===== config.mk =====
export PLATFORM = sky130hd
export DESIGN_NAME = segment_marquee_scroller_top
export DESIGN_NICKNAME = d
export VERILOG_FILES = /design/src/rtl/core/smq_pkg.sv /design/src/rtl/core/smq_ram.sv /design/src/rtl/core/smq_job_fifo.sv /design/src/rtl/core/smq_front.sv /design/src/rtl/core/smq_back.sv /design/src/rtl/core/segment_marquee_scroller_top.sv
export SDC_FILE = /design/constraint.sdc
export NUM_CORES = 2
export LEC_CHECK = 0
export BUFFER_PORTS_ARGS = -buffer_cell sky130_fd_sc_hd__buf_2
export CORE_MARGIN = 1
export CORE_UTILIZATION = 25
export CTS_CLUSTER_SIZE = 25
export DETAILED_ROUTE_END_ITERATION = 12
export SYNTH_ARGS = -nofsm -noshare
export SYNTH_HDL_FRONTEND = slang
export SYNTH_SLANG_ARGS = --single-unit

===== constraint.sdc =====
create_clock -name clk -period 11.7 [get_ports clk]
set_input_delay 0.585 -clock clk [delete_from_list [all_inputs] [get_ports clk]]
set_output_delay 0.585 -clock clk [all_outputs]
set_load 0.1 [all_outputs]

===== src/rtl/core/smq_pkg.sv =====
`default_nettype none

package smq_pkg;

    // defaults for the top-level parameters
    localparam int STORE_DEPTH_DEF = 256;
    localparam int MAX_CHIPS_DEF   = 4;

    // every driver chip shows sixteen bytes
    localparam int BYTES_PER_CHIP = 16;
    localparam int BPC_SHIFT      = 4;

    // field widths
    localparam int OP_W       = 2;
    localparam int BYTE_W     = 8;
    localparam int BIDX_W     = 6;
    localparam int MS_W       = 16;
    localparam int DIGITS_W   = 6;
    localparam int CHIPS_W    = 3;
    localparam int CFG_IDX_W  = 3;
    localparam int CFG_DATA_W = 16;

    // opcodes
    localparam logic [OP_W-1:0] OP_TICK   = 2'd0;
    localparam logic [OP_W-1:0] OP_BEGIN  = 2'd1;
    localparam logic [OP_W-1:0] OP_APPEND = 2'd2;
    localparam logic [OP_W-1:0] OP_COMMIT = 2'd3;

    // configuration register indexes
    localparam logic [CFG_IDX_W-1:0] REG_SCROLL_ENABLE   = 3'd0;
    localparam logic [CFG_IDX_W-1:0] REG_CONTINUOUS_MODE = 3'd1;
    localparam logic [CFG_IDX_W-1:0] REG_START_DELAY     = 3'd2;
    localparam logic [CFG_IDX_W-1:0] REG_END_DWELL       = 3'd3;
    localparam logic [CFG_IDX_W-1:0] REG_STEP_PERIOD     = 3'd4;
    localparam logic [CFG_IDX_W-1:0] REG_SHOWN_DIGITS    = 3'd5;
    localparam logic [CFG_IDX_W-1:0] REG_DISPLAY_COUNT   = 3'd6;

    // configuration reset values
    localparam logic                  RST_SCROLL_ENABLE   = 1'b1;
    localparam logic                  RST_CONTINUOUS_MODE = 1'b0;
    localparam logic [MS_W-1:0]       RST_START_DELAY     = 16'd1500;
    localparam logic [MS_W-1:0]       RST_END_DWELL       = 16'd1000;
    localparam logic [MS_W-1:0]       RST_STEP_PERIOD     = 16'd250;
    localparam logic [DIGITS_W-1:0]   RST_SHOWN_DIGITS    = 6'd8;
    localparam logic [CHIPS_W-1:0]    RST_DISPLAY_COUNT   = 3'd1;

endpackage

`default_nettype wire


===== src/rtl/core/smq_ram.sv =====
`default_nettype none

module smq_ram #(
    parameter int WIDTH = 8,
    parameter int DEPTH = 256
) (
    input  wire logic                     clk,
    input  wire logic                     we,
    input  wire logic [$clog2(DEPTH)-1:0] waddr,
    input  wire logic [WIDTH-1:0]         wdata,
    input  wire logic                     re,
    input  wire logic [$clog2(DEPTH)-1:0] raddr,
    output logic      [WIDTH-1:0]         rdata
);

    logic [WIDTH-1:0] mem_reg [DEPTH];
    logic [WIDTH-1:0] rdata_reg;

    always_ff @(posedge clk)
    begin
        if (we)
        begin
            mem_reg[waddr] <= wdata;
        end
        if (re)
        begin
            rdata_reg <= mem_reg[raddr];
        end
    end

    assign rdata = rdata_reg;

endmodule

`default_nettype wire


===== src/rtl/core/smq_job_fifo.sv =====
`default_nettype none

module smq_job_fifo #(
    parameter int WIDTH = 8
) (
    input  wire logic             clk,
    input  wire logic             rst_n,
    input  wire logic             push,
    input  wire logic [WIDTH-1:0] push_data,
    input  wire logic             pop,
    output logic      [WIDTH-1:0] pop_data,
    output logic                  full,
    output logic                  empty
);

    logic [WIDTH-1:0] entry_reg [2];
    logic             wr_ptr_reg;
    logic             wr_ptr_next;
    logic             rd_ptr_reg;
    logic             rd_ptr_next;
    logic [1:0]       count_reg;
    logic [1:0]       count_next;
    logic             do_push;
    logic             do_pop;

    assign full     = (count_reg == 2'd2);
    assign empty    = (count_reg == 2'd0);
    assign do_push  = push && !full;
    assign do_pop   = pop && !empty;
    assign pop_data = entry_reg[rd_ptr_reg];

    always_comb
    begin
        wr_ptr_next = wr_ptr_reg ^ do_push;
        rd_ptr_next = rd_ptr_reg ^ do_pop;
        count_next  = count_reg + 2'(do_push) - 2'(do_pop);
    end

    always_ff @(posedge clk or negedge rst_n)
    begin
        if (!rst_n)
        begin
            wr_ptr_reg <= 1'b0;
            rd_ptr_reg <= 1'b0;
            count_reg  <= 2'd0;
        end
        else
        begin
            wr_ptr_reg <= wr_ptr_next;
            rd_ptr_reg <= rd_ptr_next;
            count_reg  <= count_next;
        end
    end

    always_ff @(posedge clk)
    begin
        if (do_push)
        begin
            entry_reg[wr_ptr_reg] <= push_data;
        end
    end

endmodule

`default_nettype wire


===== src/rtl/core/smq_front.sv =====
`default_nettype none

module smq_front #(
    parameter int STORE_DEPTH = smq_pkg::STORE_DEPTH_DEF,
    parameter int MAX_CHIPS   = smq_pkg::MAX_CHIPS_DEF,
    parameter int LEN_W       = $clog2(STORE_DEPTH + 1),
    parameter int CNT_W       = $clog2(MAX_CHIPS * smq_pkg::BYTES_PER_CHIP + 1),
    parameter int JOB_W       = 2 * LEN_W + 1 + 2 * CNT_W
) (
    input  wire logic                                clk,
    input  wire logic                                rst_n,
    input  wire logic                                cfg_valid,
    output logic                                     cfg_ready,
    input  wire logic [smq_pkg::CFG_IDX_W-1:0]       cfg_index,
    input  wire logic [smq_pkg::CFG_DATA_W-1:0]      cfg_data,
    input  wire logic                                cmd_valid,
    output logic                                     cmd_stall,
    input  wire logic [smq_pkg::OP_W-1:0]            opcode,
    input  wire logic [smq_pkg::BYTE_W-1:0]          data_byte,
    output logic                                     ram_we,
    output logic      [$clog2(STORE_DEPTH)-1:0]      ram_waddr,
    output logic      [smq_pkg::BYTE_W-1:0]          ram_wdata,
    output logic                                     job_push,
    output logic      [JOB_W-1:0]                    job_data,
    input  wire logic                                job_full,
    input  wire logic                                job_empty,
    input  wire logic                                back_busy
);

    localparam int ADDR_W = $clog2(STORE_DEPTH);
    localparam int CW     = ((LEN_W > CNT_W) ? LEN_W : CNT_W) + 1;

    typedef struct packed {
        logic [LEN_W-1:0] offset;
        logic [LEN_W-1:0] length;
        logic             cont;
        logic [CNT_W-1:0] numc;
        logic [CNT_W-1:0] span;
    } job_t;

    // configuration
    logic                               scroll_enable_reg;
    logic                               continuous_reg;
    logic [smq_pkg::MS_W-1:0]           start_delay_reg;
    logic [smq_pkg::MS_W-1:0]           end_dwell_reg;
    logic [smq_pkg::MS_W-1:0]           step_period_reg;
    logic [smq_pkg::DIGITS_W-1:0]       shown_digits_reg;
    logic [smq_pkg::CHIPS_W-1:0]        display_count_reg;

    // scroll state
    logic [LEN_W-1:0]                   len_reg;
    logic [LEN_W-1:0]                   len_next;
    logic [LEN_W-1:0]                   prev_reg;
    logic [LEN_W-1:0]                   prev_next;
    logic [LEN_W-1:0]                   off_reg;
    logic [LEN_W-1:0]                   off_next;
    logic [smq_pkg::MS_W-1:0]           ms_reg;
    logic [smq_pkg::MS_W-1:0]           ms_next;

    logic                               fire;
    logic                               cfg_fire;
    logic [smq_pkg::CHIPS_W-1:0]        chips;
    logic [CNT_W-1:0]                   numc;
    logic [CNT_W-1:0]                   half;
    logic [7:0]                         digits;
    logic [CNT_W-1:0]                   span;
    logic [CW-1:0]                      len_w;
    logic [CW-1:0]                      off_w;
    logic [CW-1:0]                      numc_w;
    logic                               long_text;
    logic                               at_end;
    logic [smq_pkg::MS_W-1:0]           ms_inc;
    logic                               tick_emit;
    job_t                               job;

    assign cfg_ready = 1'b1;
    assign cfg_fire  = cfg_valid && cfg_ready;
    assign fire      = cmd_valid && !cmd_stall;

    // appends must not overwrite the store while a window is still read out
    always_comb
    begin
        unique case (opcode) inside
            smq_pkg::OP_TICK, smq_pkg::OP_COMMIT: cmd_stall = job_full;
            smq_pkg::OP_APPEND:                   cmd_stall = !job_empty || back_busy;
            default:                              cmd_stall = 1'b0;
        endcase
    end

    always_comb
    begin
        if (display_count_reg == '0)
        begin
            chips = smq_pkg::CHIPS_W'(1);
        end
        else if (display_count_reg > smq_pkg::CHIPS_W'(MAX_CHIPS))
        begin
            chips = smq_pkg::CHIPS_W'(MAX_CHIPS);
        end
        else
        begin
            chips = display_count_reg;
        end
    end

    assign numc   = CNT_W'(chips) << smq_pkg::BPC_SHIFT;
    assign half   = numc >> 1;
    assign digits = (8'(shown_digits_reg) > 8'(half)) ? 8'(half) : 8'(shown_digits_reg);
    assign span   = CNT_W'(digits << 1);

    assign len_w     = CW'(len_reg);
    assign off_w     = CW'(off_reg);
    assign numc_w    = CW'(numc);
    assign long_text = len_w > numc_w;
    assign at_end    = continuous_reg ? (off_w > len_w - CW'(2))
                                      : (off_w + numc_w >= len_w);
    assign ms_inc    = (ms_reg == '1) ? ms_reg : ms_reg + 1'b1;

    always_comb
    begin
        len_next  = len_reg;
        prev_next = prev_reg;
        off_next  = off_reg;
        ms_next   = ms_reg;
        tick_emit = 1'b0;
        ram_we    = 1'b0;
        if (fire)
        begin
            unique case (opcode)
                smq_pkg::OP_TICK:
                begin
                    ms_next = ms_inc;
                    if (scroll_enable_reg && long_text &&
                        !(off_reg == '0 && ms_inc < start_delay_reg))
                    begin
                        if (at_end)
                        begin
                            if (continuous_reg || ms_inc >= end_dwell_reg)
                            begin
                                off_next  = '0;
                                ms_next   = '0;
                                tick_emit = 1'b1;
                            end
                        end
                        else if (ms_inc >= step_period_reg)
                        begin
                            off_next  = off_reg + LEN_W'(2);
                            ms_next   = '0;
                            tick_emit = 1'b1;
                        end
                    end
                end
                smq_pkg::OP_BEGIN:
                begin
                    prev_next = len_reg;
                    len_next  = '0;
                end
                smq_pkg::OP_APPEND:
                begin
                    // full store drops the byte
                    if (len_reg < LEN_W'(STORE_DEPTH))
                    begin
                        ram_we   = 1'b1;
                        len_next = len_reg + 1'b1;
                    end
                end
                smq_pkg::OP_COMMIT:
                begin
                    if ((scroll_enable_reg && prev_reg != len_reg && !continuous_reg) ||
                        !long_text)
                    begin
                        off_next = '0;
                        ms_next  = '0;
                    end
                end
                default:
                begin
                end
            endcase
        end
    end

    assign ram_waddr = len_reg[ADDR_W-1:0];
    assign ram_wdata = data_byte;

    assign job_push = fire && ((opcode == smq_pkg::OP_COMMIT) ||
                               (opcode == smq_pkg::OP_TICK && tick_emit));

    always_comb
    begin
        job.offset = off_next;
        job.length = len_reg;
        job.cont   = continuous_reg;
        job.numc   = numc;
        job.span   = span;
    end

    assign job_data = job;

    always_ff @(posedge clk or negedge rst_n)
    begin
        if (!rst_n)
        begin
            scroll_enable_reg <= smq_pkg::RST_SCROLL_ENABLE;
            continuous_reg    <= smq_pkg::RST_CONTINUOUS_MODE;
            start_delay_reg   <= smq_pkg::RST_START_DELAY;
            end_dwell_reg     <= smq_pkg::RST_END_DWELL;
            step_period_reg   <= smq_pkg::RST_STEP_PERIOD;
            shown_digits_reg  <= smq_pkg::RST_SHOWN_DIGITS;
            display_count_reg <= smq_pkg::RST_DISPLAY_COUNT;
            len_reg           <= '0;
            prev_reg          <= '0;
            off_reg           <= '0;
            ms_reg            <= '0;
        end
        else
        begin
            len_reg  <= len_next;
            prev_reg <= prev_next;
            off_reg  <= off_next;
            ms_reg   <= ms_next;
            if (cfg_fire)
            begin
                unique case (cfg_index)
                    smq_pkg::REG_SCROLL_ENABLE:   scroll_enable_reg <= cfg_data[0];
                    smq_pkg::REG_CONTINUOUS_MODE: continuous_reg    <= cfg_data[0];
                    smq_pkg::REG_START_DELAY:     start_delay_reg   <= cfg_data;
                    smq_pkg::REG_END_DWELL:       end_dwell_reg     <= cfg_data;
                    smq_pkg::REG_STEP_PERIOD:     step_period_reg   <= cfg_data;
                    smq_pkg::REG_SHOWN_DIGITS:
                        shown_digits_reg <= cfg_data[smq_pkg::DIGITS_W-1:0];
                    smq_pkg::REG_DISPLAY_COUNT:
                        display_count_reg <= cfg_data[smq_pkg::CHIPS_W-1:0];
                    default:
                    begin
                    end
                endcase
            end
        end
    end

    a_append_store_free: assert property (@(posedge clk) disable iff (!rst_n)
        (fire && opcode == smq_pkg::OP_APPEND) |-> (job_empty && !back_busy))
        else $error("append accepted while the store is being read");

    a_len_bounded: assert property (@(posedge clk) disable iff (!rst_n)
        len_reg <= LEN_W'(STORE_DEPTH))
        else $error("text length beyond store depth");

endmodule

`default_nettype wire


===== src/rtl/core/smq_back.sv =====
`default_nettype none

module smq_back #(
    parameter int STORE_DEPTH = smq_pkg::STORE_DEPTH_DEF,
    parameter int MAX_CHIPS   = smq_pkg::MAX_CHIPS_DEF,
    parameter int LEN_W       = $clog2(STORE_DEPTH + 1),
    parameter int CNT_W       = $clog2(MAX_CHIPS * smq_pkg::BYTES_PER_CHIP + 1),
    parameter int JOB_W       = 2 * LEN_W + 1 + 2 * CNT_W
) (
    input  wire logic                            clk,
    input  wire logic                            rst_n,
    input  wire logic [JOB_W-1:0]                job_data,
    input  wire logic                            job_empty,
    output logic                                 job_pop,
    output logic                                 busy,
    output logic                                 ram_re,
    output logic      [$clog2(STORE_DEPTH)-1:0]  ram_raddr,
    input  wire logic [smq_pkg::BYTE_W-1:0]      ram_rdata,
    output logic                                 seg_valid,
    input  wire logic                            seg_stall,
    output logic      [smq_pkg::BYTE_W-1:0]      segment_byte,
    output logic      [smq_pkg::BIDX_W-1:0]      byte_index,
    output logic                                 last_byte
);

    localparam int ADDR_W = $clog2(STORE_DEPTH);
    localparam int IDX_W  = $clog2(MAX_CHIPS * smq_pkg::BYTES_PER_CHIP);
    localparam int STEP_W = $clog2(LEN_W + 1);

    localparam logic [1:0] ST_IDLE = 2'd0;
    localparam logic [1:0] ST_MOD  = 2'd1;
    localparam logic [1:0] ST_RUN  = 2'd2;

    typedef struct packed {
        logic [LEN_W-1:0] offset;
        logic [LEN_W-1:0] length;
        logic             cont;
        logic [CNT_W-1:0] numc;
        logic [CNT_W-1:0] span;
    } job_t;

    typedef struct packed {
        logic [smq_pkg::BYTE_W-1:0] seg;
        logic [smq_pkg::BIDX_W-1:0] idx;
        logic                       last;
    } word_t;

    job_t              job;

    logic [1:0]        state_reg;
    logic [1:0]        state_next;
    logic [LEN_W-1:0]  pos_reg;
    logic [LEN_W-1:0]  pos_next;
    logic [LEN_W-1:0]  len_reg;
    logic [LEN_W-1:0]  len_next;
    logic              cont_reg;
    logic              cont_next;
    logic [CNT_W-1:0]  numc_reg;
    logic [CNT_W-1:0]  numc_next;
    logic [CNT_W-1:0]  span_reg;
    logic [CNT_W-1:0]  span_next;
    logic [IDX_W-1:0]  i_reg;
    logic [IDX_W-1:0]  i_next;
    logic [LEN_W-1:0]  dvd_reg;
    logic [LEN_W-1:0]  dvd_next;
    logic [LEN_W-1:0]  rem_reg;
    logic [LEN_W-1:0]  rem_next;
    logic [STEP_W-1:0] step_reg;
    logic [STEP_W-1:0] step_next;

    // read in flight: ram data shows up in the cycle after issue
    logic              s1_v_reg;
    logic              s1_use_reg;
    logic [IDX_W-1:0]  s1_idx_reg;
    logic              s1_last_reg;

    // two-word output queue, head drives the port
    logic [1:0]        occ_reg;
    logic [1:0]        occ_next;
    word_t             e0_reg;
    word_t             e1_reg;
    word_t             push_word;

    logic              pop;
    logic              room;
    logic              issue;
    logic              use_byte;
    logic              is_last;
    logic [LEN_W-1:0]  pos_plus;
    logic [LEN_W:0]    trial;
    logic [LEN_W:0]    trial_sub;

    assign job = job_data;

    assign pop  = (occ_reg != 2'd0) && !seg_stall;
    // issue only when the word still in flight plus this one will fit
    assign room = (3'(occ_reg) + 3'(s1_v_reg)) < (3'd2 + 3'(pop));

    assign issue    = (state_reg == ST_RUN) && room;
    assign use_byte = (len_reg != '0) && (CNT_W'(i_reg) < span_reg) && (pos_reg < len_reg);
    assign is_last  = (CNT_W'(i_reg) == numc_reg - 1'b1);
    assign pos_plus = pos_reg + 1'b1;

    assign ram_re    = issue && use_byte;
    assign ram_raddr = pos_reg[ADDR_W-1:0];

    assign busy    = (state_reg != ST_IDLE);
    assign job_pop = (state_reg == ST_IDLE) && !job_empty;

    // restoring remainder, one dividend bit per cycle
    assign trial     = {rem_reg, dvd_reg[LEN_W-1]};
    assign trial_sub = trial - {1'b0, len_reg};

    always_comb
    begin
        state_next = state_reg;
        pos_next   = pos_reg;
        len_next   = len_reg;
        cont_next  = cont_reg;
        numc_next  = numc_reg;
        span_next  = span_reg;
        i_next     = i_reg;
        dvd_next   = dvd_reg;
        rem_next   = rem_reg;
        step_next  = step_reg;
        unique case (state_reg)
            ST_IDLE:
            begin
                if (!job_empty)
                begin
                    len_next  = job.length;
                    cont_next = job.cont;
                    numc_next = job.numc;
                    span_next = job.span;
                    i_next    = '0;
                    // continuous mode starts at offset mod length
                    if (job.cont && job.length != '0 && job.offset >= job.length)
                    begin
                        dvd_next   = job.offset;
                        rem_next   = '0;
                        step_next  = '0;
                        state_next = ST_MOD;
                    end
                    else
                    begin
                        pos_next   = job.offset;
                        state_next = ST_RUN;
                    end
                end
            end
            ST_MOD:
            begin
                if (trial >= {1'b0, len_reg})
                begin
                    rem_next = trial_sub[LEN_W-1:0];
                end
                else
                begin
                    rem_next = trial[LEN_W-1:0];
                end
                dvd_next  = dvd_reg << 1;
                step_next = step_reg + 1'b1;
                if (step_reg == STEP_W'(LEN_W - 1))
                begin
                    pos_next   = rem_next;
                    state_next = ST_RUN;
                end
            end
            ST_RUN:
            begin
                if (issue)
                begin
                    if (use_byte)
                    begin
                        if (cont_reg && pos_plus == len_reg)
                        begin
                            pos_next = '0;
                        end
                        else
                        begin
                            pos_next = pos_plus;
                        end
                    end
                    i_next = i_reg + 1'b1;
                    if (is_last)
                    begin
                        state_next = ST_IDLE;
                    end
                end
            end
            default:
            begin
                state_next = ST_IDLE;
            end
        endcase
    end

    always_comb
    begin
        push_word.seg  = s1_use_reg ? ram_rdata : '0;
        push_word.idx  = smq_pkg::BIDX_W'(s1_idx_reg);
        push_word.last = s1_last_reg;
        occ_next       = occ_reg + 2'(s1_v_reg) - 2'(pop);
    end

    always_ff @(posedge clk or negedge rst_n)
    begin
        if (!rst_n)
        begin
            state_reg <= ST_IDLE;
            s1_v_reg  <= 1'b0;
            occ_reg   <= 2'd0;
        end
        else
        begin
            state_reg <= state_next;
            s1_v_reg  <= issue;
            occ_reg   <= occ_next;
        end
    end

    always_ff @(posedge clk)
    begin
        pos_reg  <= pos_next;
        len_reg  <= len_next;
        cont_reg <= cont_next;
        numc_reg <= numc_next;
        span_reg <= span_next;
        i_reg    <= i_next;
        dvd_reg  <= dvd_next;
        rem_reg  <= rem_next;
        step_reg <= step_next;
        if (issue)
        begin
            s1_use_reg  <= use_byte;
            s1_idx_reg  <= i_reg;
            s1_last_reg <= is_last;
        end
        if (pop && occ_reg == 2'd2)
        begin
            e0_reg <= e1_reg;
        end
        else if (s1_v_reg && (occ_reg == 2'd0 || (occ_reg == 2'd1 && pop)))
        begin
            e0_reg <= push_word;
        end
        if (s1_v_reg && ((occ_reg == 2'd1 && !pop) || (occ_reg == 2'd2 && pop)))
        begin
            e1_reg <= push_word;
        end
    end

    assign seg_valid    = (occ_reg != 2'd0);
    assign segment_byte = e0_reg.seg;
    assign byte_index   = e0_reg.idx;
    assign last_byte    = e0_reg.last;

    a_queue_no_overflow: assert property (@(posedge clk) disable iff (!rst_n)
        occ_reg != 2'd3)
        else $error("output queue overflow");

    a_read_from_run: assert property (@(posedge clk) disable iff (!rst_n)
        s1_v_reg |-> $past(state_reg == ST_RUN))
        else $error("store read issued outside a window burst");

    a_mod_nonzero_len: assert property (@(posedge clk) disable iff (!rst_n)
        (state_reg == ST_MOD) |-> (len_reg != '0))
        else $error("remainder run on an empty text");

endmodule

`default_nettype wire


===== src/rtl/core/segment_marquee_scroller_top.sv =====
// Scrolling marquee for chained 16-segment driver chips.
// cmd channel (cmd_valid/cmd_stall, opcode, data_byte): millisecond tick, begin update,
// append byte, commit. seg channel (seg_valid/seg_stall) returns window words:
// segment_byte, byte_index, last_byte on the final word of a burst.
// cfg channel (cfg_valid/cfg_ready, cfg_index, cfg_data) writes one register per cycle,
// cfg_ready is always high; write only while no window is in flight.
// A commit, or a tick on which the scroll moves, gives one burst of display_count*16 words
// (16 to 64, display_count taken as 1 to MAX_CHIPS). Words leave one per cycle from the store
// read port while the receiver does not stall; the first word follows the command through the
// job queue, store read and output queue, after a remainder run over the offset bits (9 for a
// 256-byte store) when continuous mode must wrap a stale offset. Ticks and commits queue up to
// two pending windows; append stalls while a window is queued or being read from the store.
// When the receiver stalls, words wait in a two-word output queue and store reads pause.
// Reset clears text length, offset and the ms counter and loads register defaults; the
// text store itself is not cleared and only entries written since begin are read.
`default_nettype none

module segment_marquee_scroller_top #(
    parameter int STORE_DEPTH = smq_pkg::STORE_DEPTH_DEF,
    parameter int MAX_CHIPS   = smq_pkg::MAX_CHIPS_DEF
) (
    input  wire logic                            clk,
    input  wire logic                            rst_n,
    input  wire logic                            cfg_valid,
    output logic                                 cfg_ready,
    input  wire logic [smq_pkg::CFG_IDX_W-1:0]   cfg_index,
    input  wire logic [smq_pkg::CFG_DATA_W-1:0]  cfg_data,
    input  wire logic                            cmd_valid,
    output logic                                 cmd_stall,
    input  wire logic [smq_pkg::OP_W-1:0]        opcode,
    input  wire logic [smq_pkg::BYTE_W-1:0]      data_byte,
    output logic                                 seg_valid,
    input  wire logic                            seg_stall,
    output logic      [smq_pkg::BYTE_W-1:0]      segment_byte,
    output logic      [smq_pkg::BIDX_W-1:0]      byte_index,
    output logic                                 last_byte
);

    localparam int ADDR_W = $clog2(STORE_DEPTH);
    localparam int LEN_W  = $clog2(STORE_DEPTH + 1);
    localparam int CNT_W  = $clog2(MAX_CHIPS * smq_pkg::BYTES_PER_CHIP + 1);
    localparam int JOB_W  = 2 * LEN_W + 1 + 2 * CNT_W;

    logic                         ram_we;
    logic [ADDR_W-1:0]            ram_waddr;
    logic [smq_pkg::BYTE_W-1:0]   ram_wdata;
    logic                         ram_re;
    logic [ADDR_W-1:0]            ram_raddr;
    logic [smq_pkg::BYTE_W-1:0]   ram_rdata;

    logic                         job_push;
    logic [JOB_W-1:0]             job_in;
    logic                         job_pop;
    logic [JOB_W-1:0]             job_out;
    logic                         job_full;
    logic                         job_empty;
    logic                         back_busy;

    smq_ram #(
        .WIDTH (smq_pkg::BYTE_W),
        .DEPTH (STORE_DEPTH)
    ) u_store (
        .clk   (clk),
        .we    (ram_we),
        .waddr (ram_waddr),
        .wdata (ram_wdata),
        .re    (ram_re),
        .raddr (ram_raddr),
        .rdata (ram_rdata)
    );

    smq_front #(
        .STORE_DEPTH (STORE_DEPTH),
        .MAX_CHIPS   (MAX_CHIPS),
        .LEN_W       (LEN_W),
        .CNT_W       (CNT_W),
        .JOB_W       (JOB_W)
    ) u_front (
        .clk        (clk),
        .rst_n      (rst_n),
        .cfg_valid  (cfg_valid),
        .cfg_ready  (cfg_ready),
        .cfg_index  (cfg_index),
        .cfg_data   (cfg_data),
        .cmd_valid  (cmd_valid),
        .cmd_stall  (cmd_stall),
        .opcode     (opcode),
        .data_byte  (data_byte),
        .ram_we     (ram_we),
        .ram_waddr  (ram_waddr),
        .ram_wdata  (ram_wdata),
        .job_push   (job_push),
        .job_data   (job_in),
        .job_full   (job_full),
        .job_empty  (job_empty),
        .back_busy  (back_busy)
    );

    smq_job_fifo #(
        .WIDTH (JOB_W)
    ) u_jobs (
        .clk       (clk),
        .rst_n     (rst_n),
        .push      (job_push),
        .push_data (job_in),
        .pop       (job_pop),
        .pop_data  (job_out),
        .full      (job_full),
        .empty     (job_empty)
    );

    smq_back #(
        .STORE_DEPTH (STORE_DEPTH),
        .MAX_CHIPS   (MAX_CHIPS),
        .LEN_W       (LEN_W),
        .CNT_W       (CNT_W),
        .JOB_W       (JOB_W)
    ) u_back (
        .clk          (clk),
        .rst_n        (rst_n),
        .job_data     (job_out),
        .job_empty    (job_empty),
        .job_pop      (job_pop),
        .busy         (back_busy),
        .ram_re       (ram_re),
        .ram_raddr    (ram_raddr),
        .ram_rdata    (ram_rdata),
        .seg_valid    (seg_valid),
        .seg_stall    (seg_stall),
        .segment_byte (segment_byte),
        .byte_index   (byte_index),
        .last_byte    (last_byte)
    );

endmodule

`default_nettype wire

==> flow_summary_export.csv <==
group,metric,value,unit
run_status,status,"finished clean",
route,first_pass_iters,6,
critical_path,crit_fanout,28,
synthesis,synth_area_per_cell,20.4,µm²
clock_tree,clk_latency,900,ps
global_route,grt_overflow,0,
global_route,antenna_found_initial,11,
route,wl_met2,106,mm
synthesis,async_flop_share,0.0479,
route,wl_met3,18.2,mm
place,place_congestion,0.808,
finish,fin_nets,4864,
sta,fin_ws,5960,ps
power_and_ir_drop,power_density,225,nW/µm²
route,ant_nets,0,
clock_tree,clk_pin_slew,60,ps
place,portBuffers,50,
route,post-route-drc-count,0,
global_route,grt_max_degree,151,
route,vias,45130,
sta,setup_tns,0,ps
critical_path,worst_setup_path_end_kind,"register",
critical_path,required,12170,ps
route,vias_per_cell,4.58,
sta,setup_viol,0,
global_route,grtUsageTotal,0.116,
synthesis,synth_cell_types,78,
clock_tree,cts_tree,"done",
clock_tree,htree_levels,4,
synthesis,syn-cell-area,93400,µm²
floorplanning,io_pins,52,
clock_tree,cts_buffer_depth,4,
clock_tree,cts_buffers,227,
power_and_ir_drop,p_leak,33.2,nW
finish,final_cell_mix,"edfxtp_1 (2206), mux4_2 (640), nor2_1 (329)",
finish,syn2layout_area_growth,14.5,%
finish,largest_reg_flops,2048,
critical_path,reg2regPathDepth,18,
global_route,grt_pass1_wl,323,mm
floorplanning,rows,224,
synthesis,synth_nets,4741,
route,drtIter0Drc,5138,
synthesis,netlist_instances,4571,
power_and_ir_drop,irDropWorstVdd,0.000245,V
sta,final.min_clock_period,5740,ps
finish,fin_util,0.287,
critical_path,path_class,"register to register",
finish,layout-drive-gt1-share,0.247,
synthesis,synth_edf_count,2206,
sta,tightest_slew,1250,ps
sta,rsz0062_at_grt,"false",
sta,worst_clock_skew,93.0,ps
critical_path,cp.arrival,6210,ps
critical_path,crit_chain,"ha_1 -> and4_2 -> a21oi_1 -> and2_1 -> and3_1 -> nand3_1 -> xnor2_1 -> ha_1 -> nand2_1 -> nor4_1 -> o31ai_1 -> o221ai_1 -> o211ai_4 -> nor3_2 -> a21oi_1 -> a211oi_1 -> ha_1 -> buf_4",
sta,max_freq,174,MHz
finish,n_fill_cell,36242,
floorplanning,coreArea,372000,µm²
critical_path,crit_path_start_kind,"register",
route,routed_wl,222,mm
critical_path,cp_slowest_cell,"a211oi_1",
floorplanning,start_util,0.251,
place,dp_slack,6000,ps
clock_tree,hold_buffers,14,
sta,hold_viol,0,
clock_tree,cts_root_buf,"clkbuf_16",
clock_tree,clkSinkCount,2317,
synthesis,synth_warnings,0,
finish,final_common_cell,"edfxtp_1",
critical_path,critPathMaxStageDelay,450,ps
route,wl_per_cell,22.6,µm
global_route,first_global_vias,45890,
sta,slew_headroom,0.165,
synthesis,synth-seq-area-share,0.740,
floorplanning,die_width,613,µm
route,wl_met1,93.5,mm
clock_tree,postCtsSetupRepairBufs,0,
critical_path,cpMostUsedCell,"ha_1",
synthesis,yosys_register_bits,2317,
power_and_ir_drop,finalPower,24.0,mW
synthesis,synth_flop_cell,"edfxtp_1",
route,routed.top_layer,"met5",
min_path,min_path_cells,3,
floorplanning,die_h,613,µm
sta,post-route-period-util,0.491,
clock_tree,cts_resized,0,
min_path,hold_path_class,"input port to register",
place,dp_hpwl,132,mm
run,drv_cap,0,
sta,slew_violations,0,
floorplanning,dieArea,376000,µm²
## cells in the mapped netlist (all sizes together), types with 3 or more instances
cell type / count / area [µm²]
o31ai: 10 / 93.8
mux4: 640 / 14400
a21oi: 45 / 225
and3: 14 / 87.6
buf: 98 / 480
o211ai: 6 / 58.8
a2111oi: 5 / 62.6
a211oi: 7 / 52.6
nand2b: 14 / 87.6
nand4: 16 / 100
dfstp: 22 / 578
dfrtp: 89 / 2230
nor2: 330 / 1240
and2: 20 / 125
nor4: 8 / 65.1
a221oi: 18 / 158
a22oi: 43 / 323
a31oi: 4 / 25.0
o221ai: 13 / 114
mux2i: 12 / 120
edfxtp: 2206 / 66200
nor2b: 14 / 87.6
o22a: 5 / 43.8
nand2: 138 / 526
clkbuf: 137 / 514
mux2: 74 / 833
o21ai: 80 / 400
o21a: 12 / 90.1
or4: 3 / 22.5
nor3b: 7 / 57.6
nor3: 28 / 161
nor4b: 3 / 26.3
o21bai: 6 / 45.0
xor2: 20 / 175
a22o: 23 / 201
xnor2: 50 / 438
nand4b: 3 / 26.3
inv: 115 / 432
and4: 8 / 73.8
a21o: 17 / 128
or3: 4 / 25.0
nand3: 40 / 200
ha: 134 / 1680
a211o: 3 / 26.3
## logic make-up after synthesis
| logic type | Yosys count | share of synthesized area |
|---|---|---|
| adder cells (fa/ha/maj) | 137 | 0.0185 |
| AND/OR/NAND/NOR | 654 | 0.0315 |
| multiplexers | 726 | 0.165 |
| other | 1 | 0.0000402 |
| XOR/XNOR | 71 | 0.00681 |
| AO/OA/AOI/OAI | 314 | 0.0235 |
| buffers and inverters | 351 | 0.0153 |
| flip-flops | 2317 | 0.740 |
## routing by layer
metal  vias up  track usage
met5         -            0
met2      1654        0.186
met1     24155        0.160
met4         2       0.0255
met3       287       0.0241
li1      19032            -
## power by group
group | internal [mW] | total [mW] | switching, mW
combinational | 3.09 | 7.16 | 4.07
clock | 4.02 | 7.13 | 3.11
sequential | 9.45 | 9.73 | 0.277
total | 16.6 | 24.0 | 7.45
## cell type report
class,instances,area (µm²),share of cell area
sequential,2317,69000,0.646
inverter,116,435,0.00407
timing repair buffer,129,1070,0.00999
clock buffer,282,5920,0.0554
tap,4972,6220,0.0582
clock inverter,123,1190,0.0112
multi-input combinational,1903,23000,0.215
antenna,3,7.51,0.0000702
## per-stage QoR
step                hold slack, ps  instance area, µm²  cells
floorplan                      289               93400   4571
global placement               434               99600   9422
detailed placement             441               99600   9422
CTS                           7.46              107000   9841
global route                  64.1              107000   9843
finish                        72.9              107000   9845
## worst max-delay path, delay by kind of cell, from the launching register on
| family | cells | cell delay (ps) |
|---|---|---|
| buf+inv | 1 | 360 |
| compound gates | 6 | 1680 |
| flops | 1 | 440 |
| xor+xnor | 1 | 210 |
| fa+ha+maj | 3 | 870 |
| simple gates | 7 | 1810 |
## path summary, 6_finish.rpt
kind | start | endpoint | slack (ps)
setup / recovery | u_front.ms_reg[0] | u_jobs.entry_reg[1][20] | 5960
hold / removal | cfg_data[15] | u_front.step_period_reg[15] | 70
setup reg to reg | u_front.ms_reg[0] | u_jobs.entry_reg[1][20] | 5960
hold reg to reg | u_back.s1_idx_reg[4] | u_back.e1_reg[5] | 460
max in group asynchronous | rst_n | u_front.prev_reg[8] | 10080
min in group asynchronous | rst_n | u_front.start_delay_reg[5] | 370
(Power assumes the default switching activity.)
